## src/sv/acbc_pkg.sv

```systemverilog
// Shared types and constants for the alarm clock button controller.
`default_nettype none

package acbc_pkg;

  localparam int NUM_ALARMS = 3;
  localparam logic [1:0] DEBOUNCE_TICKS = 2'd3;

  localparam logic [1:0] MODE_IDLE   = 2'd0;
  localparam logic [1:0] MODE_SCREEN = 2'd1;
  localparam logic [1:0] MODE_RING   = 2'd2;

  localparam logic [2:0] REG_ALARM_WORD_0      = 3'd0;
  localparam logic [2:0] REG_ALARM_WORD_1      = 3'd1;
  localparam logic [2:0] REG_ALARM_WORD_2      = 3'd2;
  localparam logic [2:0] REG_SCREEN_TIMEOUT_MS = 3'd3;
  localparam logic [2:0] REG_RING_TIMEOUT_MS   = 3'd4;
  localparam logic [2:0] REG_CHECK_INTERVAL_MS = 3'd5;
  localparam logic [2:0] REG_DIM_LEVEL         = 3'd6;
  localparam logic [2:0] REG_BRIGHT_LEVEL      = 3'd7;

  localparam logic [23:0] SCREEN_TIMEOUT_RESET = 24'd5000;
  localparam logic [23:0] RING_TIMEOUT_RESET   = 24'd90000;
  localparam logic [23:0] CHECK_INTERVAL_RESET = 24'd1000;
  localparam logic [7:0]  DIM_LEVEL_RESET      = 8'd1;
  localparam logic [7:0]  BRIGHT_LEVEL_RESET   = 8'd60;

  typedef struct packed {
    logic        button_level;
    logic [31:0] now_ms;
    logic [2:0]  weekday;
    logic [4:0]  hour;
    logic [5:0]  minute;
  } in_t;

  typedef struct packed {
    logic [1:0] mode;
    logic [7:0] backlight_level;
    logic       backlight_write;
    logic       press_event;
  } out_t;

  typedef struct packed {
    logic [NUM_ALARMS-1:0][18:0] alarm_word;
    logic [23:0]                 screen_timeout_ms;
    logic [23:0]                 ring_timeout_ms;
    logic [23:0]                 check_interval_ms;
    logic [7:0]                  dim_level;
    logic [7:0]                  bright_level;
  } cfg_t;

endpackage

`default_nettype wire

```

## src/sv/alarm_clock_button_controller.sv

```systemverilog
// Top level of the alarm clock button controller: input and result registers around the core.
`default_nettype none

// One tick per transaction, one result per tick. A tick is taken into an input
// register, worked combinationally through the core and written to the result
// register, and a new tick is accepted every cycle while the result side keeps
// up. Configuration writes are always ready and take effect on the next cycle;
// write them only while no tick is in flight.
module alarm_clock_button_controller (
  input  wire logic           clk,
  input  wire logic           rst,
  input  wire logic           in_valid,
  output logic                in_stall,
  input  wire acbc_pkg::in_t  in_data,
  output logic                out_valid,
  input  wire logic           out_stall,
  output acbc_pkg::out_t      out_data,
  input  wire logic           cfg_valid,
  output logic                cfg_ready,
  input  wire logic [2:0]     cfg_index,
  input  wire logic [23:0]    cfg_data
);
  import acbc_pkg::*;

  cfg_t cfg;
  in_t  in_q;
  logic in_q_valid;
  out_t result;
  logic advance;
  logic accept;

  acbc_cfg_regs u_cfg_regs (
    .clk       (clk),
    .rst       (rst),
    .cfg_valid (cfg_valid),
    .cfg_ready (cfg_ready),
    .cfg_index (cfg_index),
    .cfg_data  (cfg_data),
    .cfg       (cfg)
  );

  acbc_core u_core (
    .clk    (clk),
    .rst    (rst),
    .fire   (advance),
    .item   (in_q),
    .cfg    (cfg),
    .result (result)
  );

  assign advance  = in_q_valid && (!out_valid || !out_stall);
  assign in_stall = in_q_valid && !advance;
  assign accept   = in_valid && !in_stall;

  always_ff @(posedge clk) begin
    if (rst) begin
      in_q_valid <= 1'b0;
    end else if (accept) begin
      in_q_valid <= 1'b1;
    end else if (advance) begin
      in_q_valid <= 1'b0;
    end
  end

  always_ff @(posedge clk) begin
    if (accept) begin
      in_q <= in_data;
    end
  end

  always_ff @(posedge clk) begin
    if (rst) begin
      out_valid <= 1'b0;
    end else if (advance) begin
      out_valid <= 1'b1;
    end else if (!out_stall) begin
      out_valid <= 1'b0;
    end
  end

  always_ff @(posedge clk) begin
    if (advance) begin
      out_data <= result;
    end
  end

  a_advance_fills_output: assert property (@(posedge clk) disable iff (rst)
    advance |=> out_valid)
    else $error("worked transaction did not reach the result register");

  a_stall_needs_item: assert property (@(posedge clk) disable iff (rst)
    in_stall |-> in_q_valid)
    else $error("input stalled with an empty input register");

  a_blocked_item_held: assert property (@(posedge clk) disable iff (rst)
    in_q_valid && !advance |=> in_q_valid)
    else $error("blocked transaction lost from the input register");

endmodule

`default_nettype wire

```

## src/sv/acbc_cfg_regs.sv

```systemverilog
// Configuration register file for the alarm clock button controller.
`default_nettype none

module acbc_cfg_regs (
  input  wire logic               clk,
  input  wire logic               rst,
  input  wire logic               cfg_valid,
  output logic                    cfg_ready,
  input  wire logic [2:0]         cfg_index,
  input  wire logic [23:0]        cfg_data,
  output acbc_pkg::cfg_t          cfg
);
  import acbc_pkg::*;

  assign cfg_ready = 1'b1;

  always_ff @(posedge clk) begin
    if (rst) begin
      cfg.alarm_word        <= '0;
      cfg.screen_timeout_ms <= SCREEN_TIMEOUT_RESET;
      cfg.ring_timeout_ms   <= RING_TIMEOUT_RESET;
      cfg.check_interval_ms <= CHECK_INTERVAL_RESET;
      cfg.dim_level         <= DIM_LEVEL_RESET;
      cfg.bright_level      <= BRIGHT_LEVEL_RESET;
    end else if (cfg_valid && cfg_ready) begin
      unique case (cfg_index)
        REG_ALARM_WORD_0:      cfg.alarm_word[0] <= cfg_data[18:0];
        REG_ALARM_WORD_1:      cfg.alarm_word[1] <= cfg_data[18:0];
        REG_ALARM_WORD_2:      cfg.alarm_word[2] <= cfg_data[18:0];
        REG_SCREEN_TIMEOUT_MS: cfg.screen_timeout_ms <= cfg_data;
        REG_RING_TIMEOUT_MS:   cfg.ring_timeout_ms <= cfg_data;
        REG_CHECK_INTERVAL_MS: cfg.check_interval_ms <= cfg_data;
        REG_DIM_LEVEL:         cfg.dim_level <= cfg_data[7:0];
        REG_BRIGHT_LEVEL:      cfg.bright_level <= cfg_data[7:0];
        default: ;
      endcase
    end
  end

endmodule

`default_nettype wire

```

## src/sv/acbc_core.sv

```systemverilog
// Debounce, alarm match, mode state machine and backlight choice for one tick.
`default_nettype none

module acbc_core (
  input  wire logic           clk,
  input  wire logic           rst,
  input  wire logic           fire,
  input  wire acbc_pkg::in_t  item,
  input  wire acbc_pkg::cfg_t cfg,
  output acbc_pkg::out_t      result
);
  import acbc_pkg::*;

  typedef enum logic [2:0] {
    ST_IDLE   = 3'b001,
    ST_SCREEN = 3'b010,
    ST_RING   = 3'b100
  } state_t;

  state_t      state, state_next;
  logic        alarm_pending, alarm_pending_next;
  logic [1:0]  stable_ticks, stable_ticks_next;
  logic        last_level, last_level_next;
  logic        press_handled, press_handled_next;
  logic [5:0]  last_checked_minute, last_checked_minute_next;
  logic [31:0] last_check_time, last_check_time_next;
  logic [31:0] screen_start_time, screen_start_time_next;
  logic [31:0] ring_start_time, ring_start_time_next;
  logic [7:0]  last_written_level, last_written_level_next;

  logic                  press;
  logic [31:0]           check_elapsed, screen_elapsed, ring_elapsed;
  logic                  check_due, screen_expired, ring_expired;
  logic [NUM_ALARMS-1:0] match;
  logic [6:0]            day_mask;
  logic [7:0]            level;

  assign check_elapsed  = item.now_ms - last_check_time;
  assign screen_elapsed = item.now_ms - screen_start_time;
  assign ring_elapsed   = item.now_ms - ring_start_time;
  assign check_due      = check_elapsed > {8'd0, cfg.check_interval_ms};
  assign screen_expired = screen_elapsed > {8'd0, cfg.screen_timeout_ms};
  assign ring_expired   = ring_elapsed > {8'd0, cfg.ring_timeout_ms};

  always_comb begin
    for (int i = 0; i < NUM_ALARMS; i++) begin
      day_mask = cfg.alarm_word[i][7:1];
      match[i] = cfg.alarm_word[i][0]
                 && (item.weekday != 3'd7) && day_mask[item.weekday]
                 && (cfg.alarm_word[i][12:8] == item.hour)
                 && (cfg.alarm_word[i][18:13] == item.minute);
    end
  end

  always_comb begin
    stable_ticks_next        = stable_ticks;
    last_level_next          = last_level;
    press_handled_next       = press_handled;
    alarm_pending_next       = alarm_pending;
    last_checked_minute_next = last_checked_minute;
    last_check_time_next     = last_check_time;
    screen_start_time_next   = screen_start_time;
    ring_start_time_next     = ring_start_time;
    state_next               = state;

    if (item.button_level == last_level) begin
      if (stable_ticks < DEBOUNCE_TICKS) begin
        stable_ticks_next = stable_ticks + 2'd1;
      end
    end else begin
      stable_ticks_next  = 2'd0;
      press_handled_next = 1'b0;
      last_level_next    = item.button_level;
    end
    press = (stable_ticks_next == DEBOUNCE_TICKS) && !item.button_level
            && !press_handled_next;
    if (press) begin
      press_handled_next = 1'b1;
    end

    if (check_due) begin
      last_check_time_next = item.now_ms;
      if (item.minute != last_checked_minute) begin
        last_checked_minute_next = item.minute;
        if (|match) begin
          alarm_pending_next = 1'b1;
        end
      end
    end

    unique case (state)
      ST_SCREEN: begin
        level = cfg.bright_level;
        if (screen_expired) begin
          state_next = ST_IDLE;
        end else if (alarm_pending_next) begin
          state_next           = ST_RING;
          ring_start_time_next = item.now_ms;
        end
      end
      ST_RING: begin
        level = cfg.bright_level;
        if (ring_expired || press) begin
          state_next         = ST_IDLE;
          alarm_pending_next = 1'b0;
        end
      end
      default: begin
        level      = cfg.dim_level;
        state_next = ST_IDLE;
        if (press) begin
          state_next             = ST_SCREEN;
          screen_start_time_next = item.now_ms;
        end else if (alarm_pending_next) begin
          state_next           = ST_RING;
          ring_start_time_next = item.now_ms;
        end
      end
    endcase

    last_written_level_next = level;

    unique case (state_next)
      ST_SCREEN: result.mode = MODE_SCREEN;
      ST_RING:   result.mode = MODE_RING;
      default:   result.mode = MODE_IDLE;
    endcase
    result.backlight_level = level;
    result.backlight_write = level != last_written_level;
    result.press_event     = press;
  end

  always_ff @(posedge clk) begin
    if (rst) begin
      state               <= ST_IDLE;
      alarm_pending       <= 1'b0;
      stable_ticks        <= 2'd0;
      last_level          <= 1'b1;
      press_handled       <= 1'b0;
      last_checked_minute <= 6'd63;
      last_check_time     <= '0;
      screen_start_time   <= '0;
      ring_start_time     <= '0;
      last_written_level  <= '0;
    end else if (fire) begin
      state               <= state_next;
      alarm_pending       <= alarm_pending_next;
      stable_ticks        <= stable_ticks_next;
      last_level          <= last_level_next;
      press_handled       <= press_handled_next;
      last_checked_minute <= last_checked_minute_next;
      last_check_time     <= last_check_time_next;
      screen_start_time   <= screen_start_time_next;
      ring_start_time     <= ring_start_time_next;
      last_written_level  <= last_written_level_next;
    end
  end

  a_press_marks_handled: assert property (@(posedge clk) disable iff (rst)
    fire && result.press_event |=> press_handled)
    else $error("press fired but was not marked handled");

  a_written_level_tracks: assert property (@(posedge clk) disable iff (rst)
    fire && result.backlight_write |=> last_written_level == $past(result.backlight_level))
    else $error("written backlight level not recorded");

  a_press_stops_ring: assert property (@(posedge clk) disable iff (rst)
    fire && state == ST_RING && result.press_event |=> state == ST_IDLE && !alarm_pending)
    else $error("press while ringing did not return to idle");

endmodule

`default_nettype wire

```

## config.mk

```make
export PLATFORM = sky130hd
export DESIGN_NAME = alarm_clock_button_controller
export DESIGN_NICKNAME = d
export VERILOG_FILES = /design/src/sv/acbc_pkg.sv /design/src/sv/alarm_clock_button_controller.sv /design/src/sv/acbc_cfg_regs.sv /design/src/sv/acbc_core.sv
export SDC_FILE = /design/constraint.sdc
export NUM_CORES = 1
export LEC_CHECK = 0
export ABC_AREA = 1
export BUFFER_PORTS_ARGS = -buffer_cell sky130_fd_sc_hd__buf_2
export CAP_MARGIN = 5
export CORE_ASPECT_RATIO = 0.8
export CORE_UTILIZATION = 53
export DETAILED_ROUTE_END_ITERATION = 10
export HOLD_SLACK_MARGIN = 0.08
export MAX_ROUTING_LAYER = met4
export PLACE_DENSITY = 0.7
export SYNTH_ARGS = -nofsm -noshare
export SYNTH_HDL_FRONTEND = slang
export SYNTH_SLANG_ARGS = --single-unit
```

## constraint.sdc

```tcl
create_clock -name clk -period 7.7 [get_ports clk]
set_input_delay 2.31 -clock clk [delete_from_list [all_inputs] [get_ports clk]]
set_output_delay 2.31 -clock clk [all_outputs]
set_load 0.02 [all_outputs]
```

# == Yosys cells after proc, flatten, opt, wreduce, memory -nomap -nowiden ==
# Cells that the tools add are included.
# W data, S select, Z words.
# totals
out_inout_bits,15
elab_cells,139
ff_bits,324
# classes
muxes,31
eq_ne,25
bitwise_logic,3
addsub,4
n_reduce_logical,42
magnitude_cmp,5
# op_table
cell,count
$gt A32 B24 Y1,3
$mux W32,3
$sub A32 B32 Y32,3
$pmux W32 S2,1
$reduce_and A2 Y1,10
$eq A3 B3 Y1 const B,6
$eq A6 B6 Y1,3
$logic_and A1 B1 Y1,17
$eq A5 B5 Y1,3
$mux W3,5
$mux W1,14
$eq A3 B2 Y1 const B,4
$bmux W1 S3,3
$mux W8,1
$ne A8 B8 Y1,1
$logic_not A1 Y1,6
$ne A6 B6 Y1,1
$pmux W3 S2,1
$reduce_and A3 Y1,2
$lt A3 B4 Y1 const B,1
$mux W2,2
$ne A2 B2 Y1 const B,2
$pmux W2 S2,1
$reduce_and A4 Y1,1
other kinds (13),16

# == Logic depth before layout (Yosys ltp) ==
# depth
ltp_word,14
depth_mapped,29
ltp_nobuf,29

# == By module ==
# Synthesis repeated with hierarchy kept, for this count alone.
# hier_totals
cells_unflattened,3080
hier_area_um2,20885.0
# by_module_without_submodules
module,instances,area_per_inst_um2,cells_each,seq_area_each_um2
acbc_core,1,13346.6,2206,2362.3
acbc_cfg_regs,1,5675.4,803,2902.8
alarm_clock_button_controller,1,1863.0,71,1811.7

# == Worst setup path before layout ==
# No wires, ideal clock.
# synth_timing
path_type,input to output
start,input out_stall
end,output in_stall
cell_stages,2
arrival_time_ns,2.702
required_time_ns,5.390
n_path_buf,0
slack_ns,2.688
path_cell_list,nand2_1 -> nor2_1
# synth_via
elab_chain_len,5
# synth_rtl
element,line,text
from (decl),alarm_clock_button_controller.sv:16,"input wire logic out_stall,"
$logic_not A1 Y1,n/a,
$logic_or A1 B1 Y1,alarm_clock_button_controller.sv:51,assign advance = in_q_valid && (!out_valid || !out_stall);
$logic_and A1 B1 Y1,alarm_clock_button_controller.sv:51,
$logic_not A1 Y1,alarm_clock_button_controller.sv:52,assign in_stall = in_q_valid && !advance;
$logic_and A1 B1 Y1,alarm_clock_button_controller.sv:52,
to (decl),alarm_clock_button_controller.sv:13,"output logic in_stall,"
# Every way passes these cells.

# == Final worst setup path ==
# layout_timing
start,register in_q[14] (netlist bit)
end,register u_core.last_checked_minute[0]
# layout_via
elab_chain_len,3
# layout_rtl
element,line,text
from (decl),alarm_clock_button_controller.sv:26,in_t in_q;
from (signal assigned),alarm_clock_button_controller.sv:67,in_q <= in_data;
$sub A32 B32 Y32,acbc_core.sv:38,assign check_elapsed = item.now_ms - last_check_time;
$gt A32 B24 Y1,acbc_core.sv:41,"assign check_due = check_elapsed > {8'd0, cfg.check_interval_ms};"
$reduce_and A3 Y1 (no line),n/a,
to (signal assigned),acbc_core.sv:151,last_checked_minute <= last_checked_minute_next;
to (decl),acbc_core.sv:25,"logic [5:0] last_checked_minute, last_checked_minute_next;"
# Every way passes these cells.
# A chain may end at the register's enable or synchronous reset.

==> impl_metrics.py <==
metrics = {
    "pwr": {
        "ir_worst_vdd_mv": 0.2049,
        "p_sw_w": 0.001383,
        "clock_power_share_pct": 38.7,
        "leakage_nw": 10.95,
        "combPwrFrac_pct": 20.2,
        "finalPower_w": 0.004497,
        "p_per_area_nw_per_um2": 198.7,
        "seq_power_share_pct": 41.1,
        "p_int_w": 0.003114,
        "sw_frac_of_total_pct": 30.76,
    },
    "worst_setup_path": {
        "critPathSlowestCell": "nand2_2",
        "cp_common_cell": "nand2_1",
        "r2r_slack_ns": 2.52,
        "path_class": "register to register",
        "crit_path_max_fanout": 61,
        "start_kind": "register",
        "required_ns": 8.08,
        "cp_cell_sequence": "inv_1 -> ha_1 -> inv_1 -> fa_1 -> nand3_1 -> nand3_1 -> nand2_1 -> nand2_1 -> nand2_1 -> nand2_1 -> a31oi_1 -> xnor2_1 -> ha_1 -> nand4_1 -> nor2_1 -> nand4_1 -> nand2_1 -> nand3_1 -> nand2_2 -> inv_1 -> nand2_2 -> inv_1 -> nand2_1 -> nand3_1",
        "critPathArrivalTime_ns": 5.55,
        "slowest_delay_ns": 0.89,
        "end_kind": "register",
    },
    "yosys": {
        "yosysWarningCount": 0,
        "ys_types": 45,
        "syn_nets": 3325,
        "synthCells": 3078,
        "async_flop_share_pct": 0,
        "synthesis.area_um2": 20660,
        "synth_area_per_cell_um2": 6.712,
        "synthFlopType": "dfxtp_1",
        "synth_edf_count": 59,
        "ys_seq_area_share_pct": 34.26,
        "synth_seq_cells": 324,
    },
    "flow_run": {
        "max_cap_violations": 0,
    },
    "clock_tree": {
        "tritoncts": "built",
        "post_cts_buffers": 0,
        "cts_hold_buffers": 0,
        "max-clock-path-buffers": 3,
        "clk_pin_slew_worst_paths_ns": 0.06,
        "cts_resized": 0,
        "cts_buffers": 35,
        "clock_latency_ns": 0.54,
        "h-tree-depth": 2,
        "clock_sinks": 324,
        "ctsRootBufferMaster": "clkbuf_16",
    },
    "detailed_routing": {
        "ant_nets": 0,
        "drc": 0,
        "wirelength_um": 64690,
        "drt_iter0_markers": 1739,
        "dr.pass1.iters": 6,
        "viasPerCell": 5.392,
        "drt-wirelength-per-cell_um": 17.70,
        "via_count": 19700,
    },
    "final_layout": {
        "instances_no_fill": 3654,
        "num-fill-cells": 3689,
        "drive_gt1_share_pct": 6.301,
        "layout_common_cells": "nand2_1, inv_1, nor2_1",
        "regArea_um2": 7077,
        "fin_nets": 3379,
        "areaGrowthSynthToFinish_pct": 9.545,
        "multi_input_area_um2": 11360,
        "final_common_cell": "nand2_1",
        "final_area_um2": 22630,
    },
    "placement": {
        "dp.cells": 3590,
        "place_area_um2": 21460,
        "gp_congestion": 0.9959,
        "portBuffers": 92,
        "pre_cts_ws_ns": 2.580,
        "dp_hpwl_um": 50320,
    },
    "sta": {
        "setup_viol": 0,
        "hold_viol": 0,
        "final.period_utilization_pct": 67.24,
        "drv_slew": 0,
        "skew_ns": 0.01597,
        "worst_pin_slew_ns": 1.243,
        "max_freq_mhz": 193.1,
        "fin_tns_setup_ns": 0,
        "setup_ws_ns": 2.522,
        "rsz0062_at_grt": "false",
        "maxSlewHeadroom_pct": 16.93,
        "fin_crit_ns": 5.178,
    },
    "min_path": {
        "hold_class": "register to register",
    },
    "grt": {
        "grt_pass1_wl_um": 100300,
        "grt_usage_pct": 33.38,
        "grt_pass1_vias": 18080,
        "grt.overflow.total": 0,
        "antenna_found_initial": 4,
        "grt_max_degree": 109,
    },
    "floorplanning": {
        "dieArea_um2": 39780,
        "core-area_um2": 38360,
        "die_h_um": 178.6,
        "io_pins": 94,
        "die_w_um": 222.7,
        "rows": 64,
        "initial_utilization_pct": 53.86,
    },
    "outcome": {
        "status": "completed",
    },
}
==> flip-flops by register name (all words and copies together), names as in the netlist <==
name,count
u_core.last_level,1
u_core.last_written_level,8
u_core.screen_start_time,32
u_core.press_handled,1
u_core.ring_start_time,32
u_core.stable_ticks,2
u_core.state,3
u_core.last_check_time,32
u_core.alarm_pending,1
out_data,12
out_valid,1
u_core.last_checked_minute,6
u_cfg_regs.cfg,145
in_q,47
in_q_valid,1
==> stage by stage <==
| stage | utilization, % | hold WS [ns] |
|---|---|---|
| CTS | 58.99 | 0.4626 |
| detailed placement | 55.95 | 0.4494 |
| global route | 59.00 | 0.4830 |
| global placement | 55.95 | 0.4450 |
| finish | 59.00 | 0.4601 |
| floorplan | - | 0.4292 |
==> final cells by class <==
class | instances | share of cell area, %
Multi-Input combinational cell | 2173 | 50.21
Antenna cell | 1 | 0.01106
Sequential cell | 324 | 31.27
Clock inverter | 20 | 0.8349
Timing Repair Buffer | 102 | 2.366
Inverter | 496 | 8.249
Clock buffer | 43 | 4.318
Tap cell | 495 | 2.737
==> Yosys cell counts (14+ instances only) <==
cell type  number  share of area [%]
o21ai_0       246                6.0
xor2_1         68                2.9
dfxtp_1       265                 26
ha_1          165                 10
nor2_2         15               0.45
xnor2_1        25                1.1
nor3_1         23               0.56
nand3_1       124                3.0
edfxtp_1       59                8.6
nand4_1        21               0.64
nand2_1       746                 14
clkbuf_1       65                1.2
o211ai_1       21               0.76
inv_1         493                9.0
a31oi_1        14               0.42
nor2_1        393                7.1
a21oi_1       237                5.7
==> power groups by stage <==
stage	Combinational (W)	Clock, W	Sequential (W)
CTS	0.000899	0.00177	0.00185
finish	0.000907	0.00174	0.00185
global placement	0.000873	0	0.00188
detailed placement	0.000893	0	0.00188
floorplan	0.000640	0	0.00186
global route	0.00103	0.00183	0.00185
==> final timing paths <==
check                                                from                                         end  cells past startpoint
hold reg to reg   u_core.last_check_time[10]$_SDFFE_PP0P_     u_core.last_check_time[10]$_SDFFE_PP0P_                      2
hold / removal    u_core.last_check_time[10]$_SDFFE_PP0P_     u_core.last_check_time[10]$_SDFFE_PP0P_                      2
setup reg to reg                       in_q[14]$_DFFE_PP_  u_core.last_checked_minute[0]$_SDFFE_PP1P_                     24
setup / recovery                       in_q[14]$_DFFE_PP_  u_core.last_checked_minute[0]$_SDFFE_PP1P_                     24
==> metal layers <==
metal  vias to the layer above  track usage [%]  wire length [um]
li1                       9904                -                 -
met1                      9116            47.59             30900
met2                       618            50.05             27640
met3                        64            5.419              5238
met4                         0            5.718               905
met5                         -                -                 0
==> worst max-delay path, delay by kind of cell, from the launching register on <==
| family | cells | cell delay, ns |
|---|---|---|
| AO/OA/AOI/OAI | 1 | 0.21 |
| XOR/XNOR | 1 | 0.12 |
| adder cells (fa/ha/maj) | 3 | 0.91 |
| buffers and inverters | 4 | 0.67 |
| AND/OR/NAND/NOR | 15 | 2.72 |
| flip-flops | 1 | 0.36 |
==> cells by family after synthesis <==
kind of cell               after synthesis  share of synthesized area [%]
xor gates and xnor gates                93                          3.943
muxes                                    2                         0.1090
buffers and inverters                  581                          10.82
AOI/OAI and AO/OA                      546                          13.89
and+or+nand+nor                       1363                          26.68
DFF                                    324                          34.26
other                                    1                        0.01815
adders and majority gates              168                          10.28
Note: power is estimated with default switching activity, not from simulation.
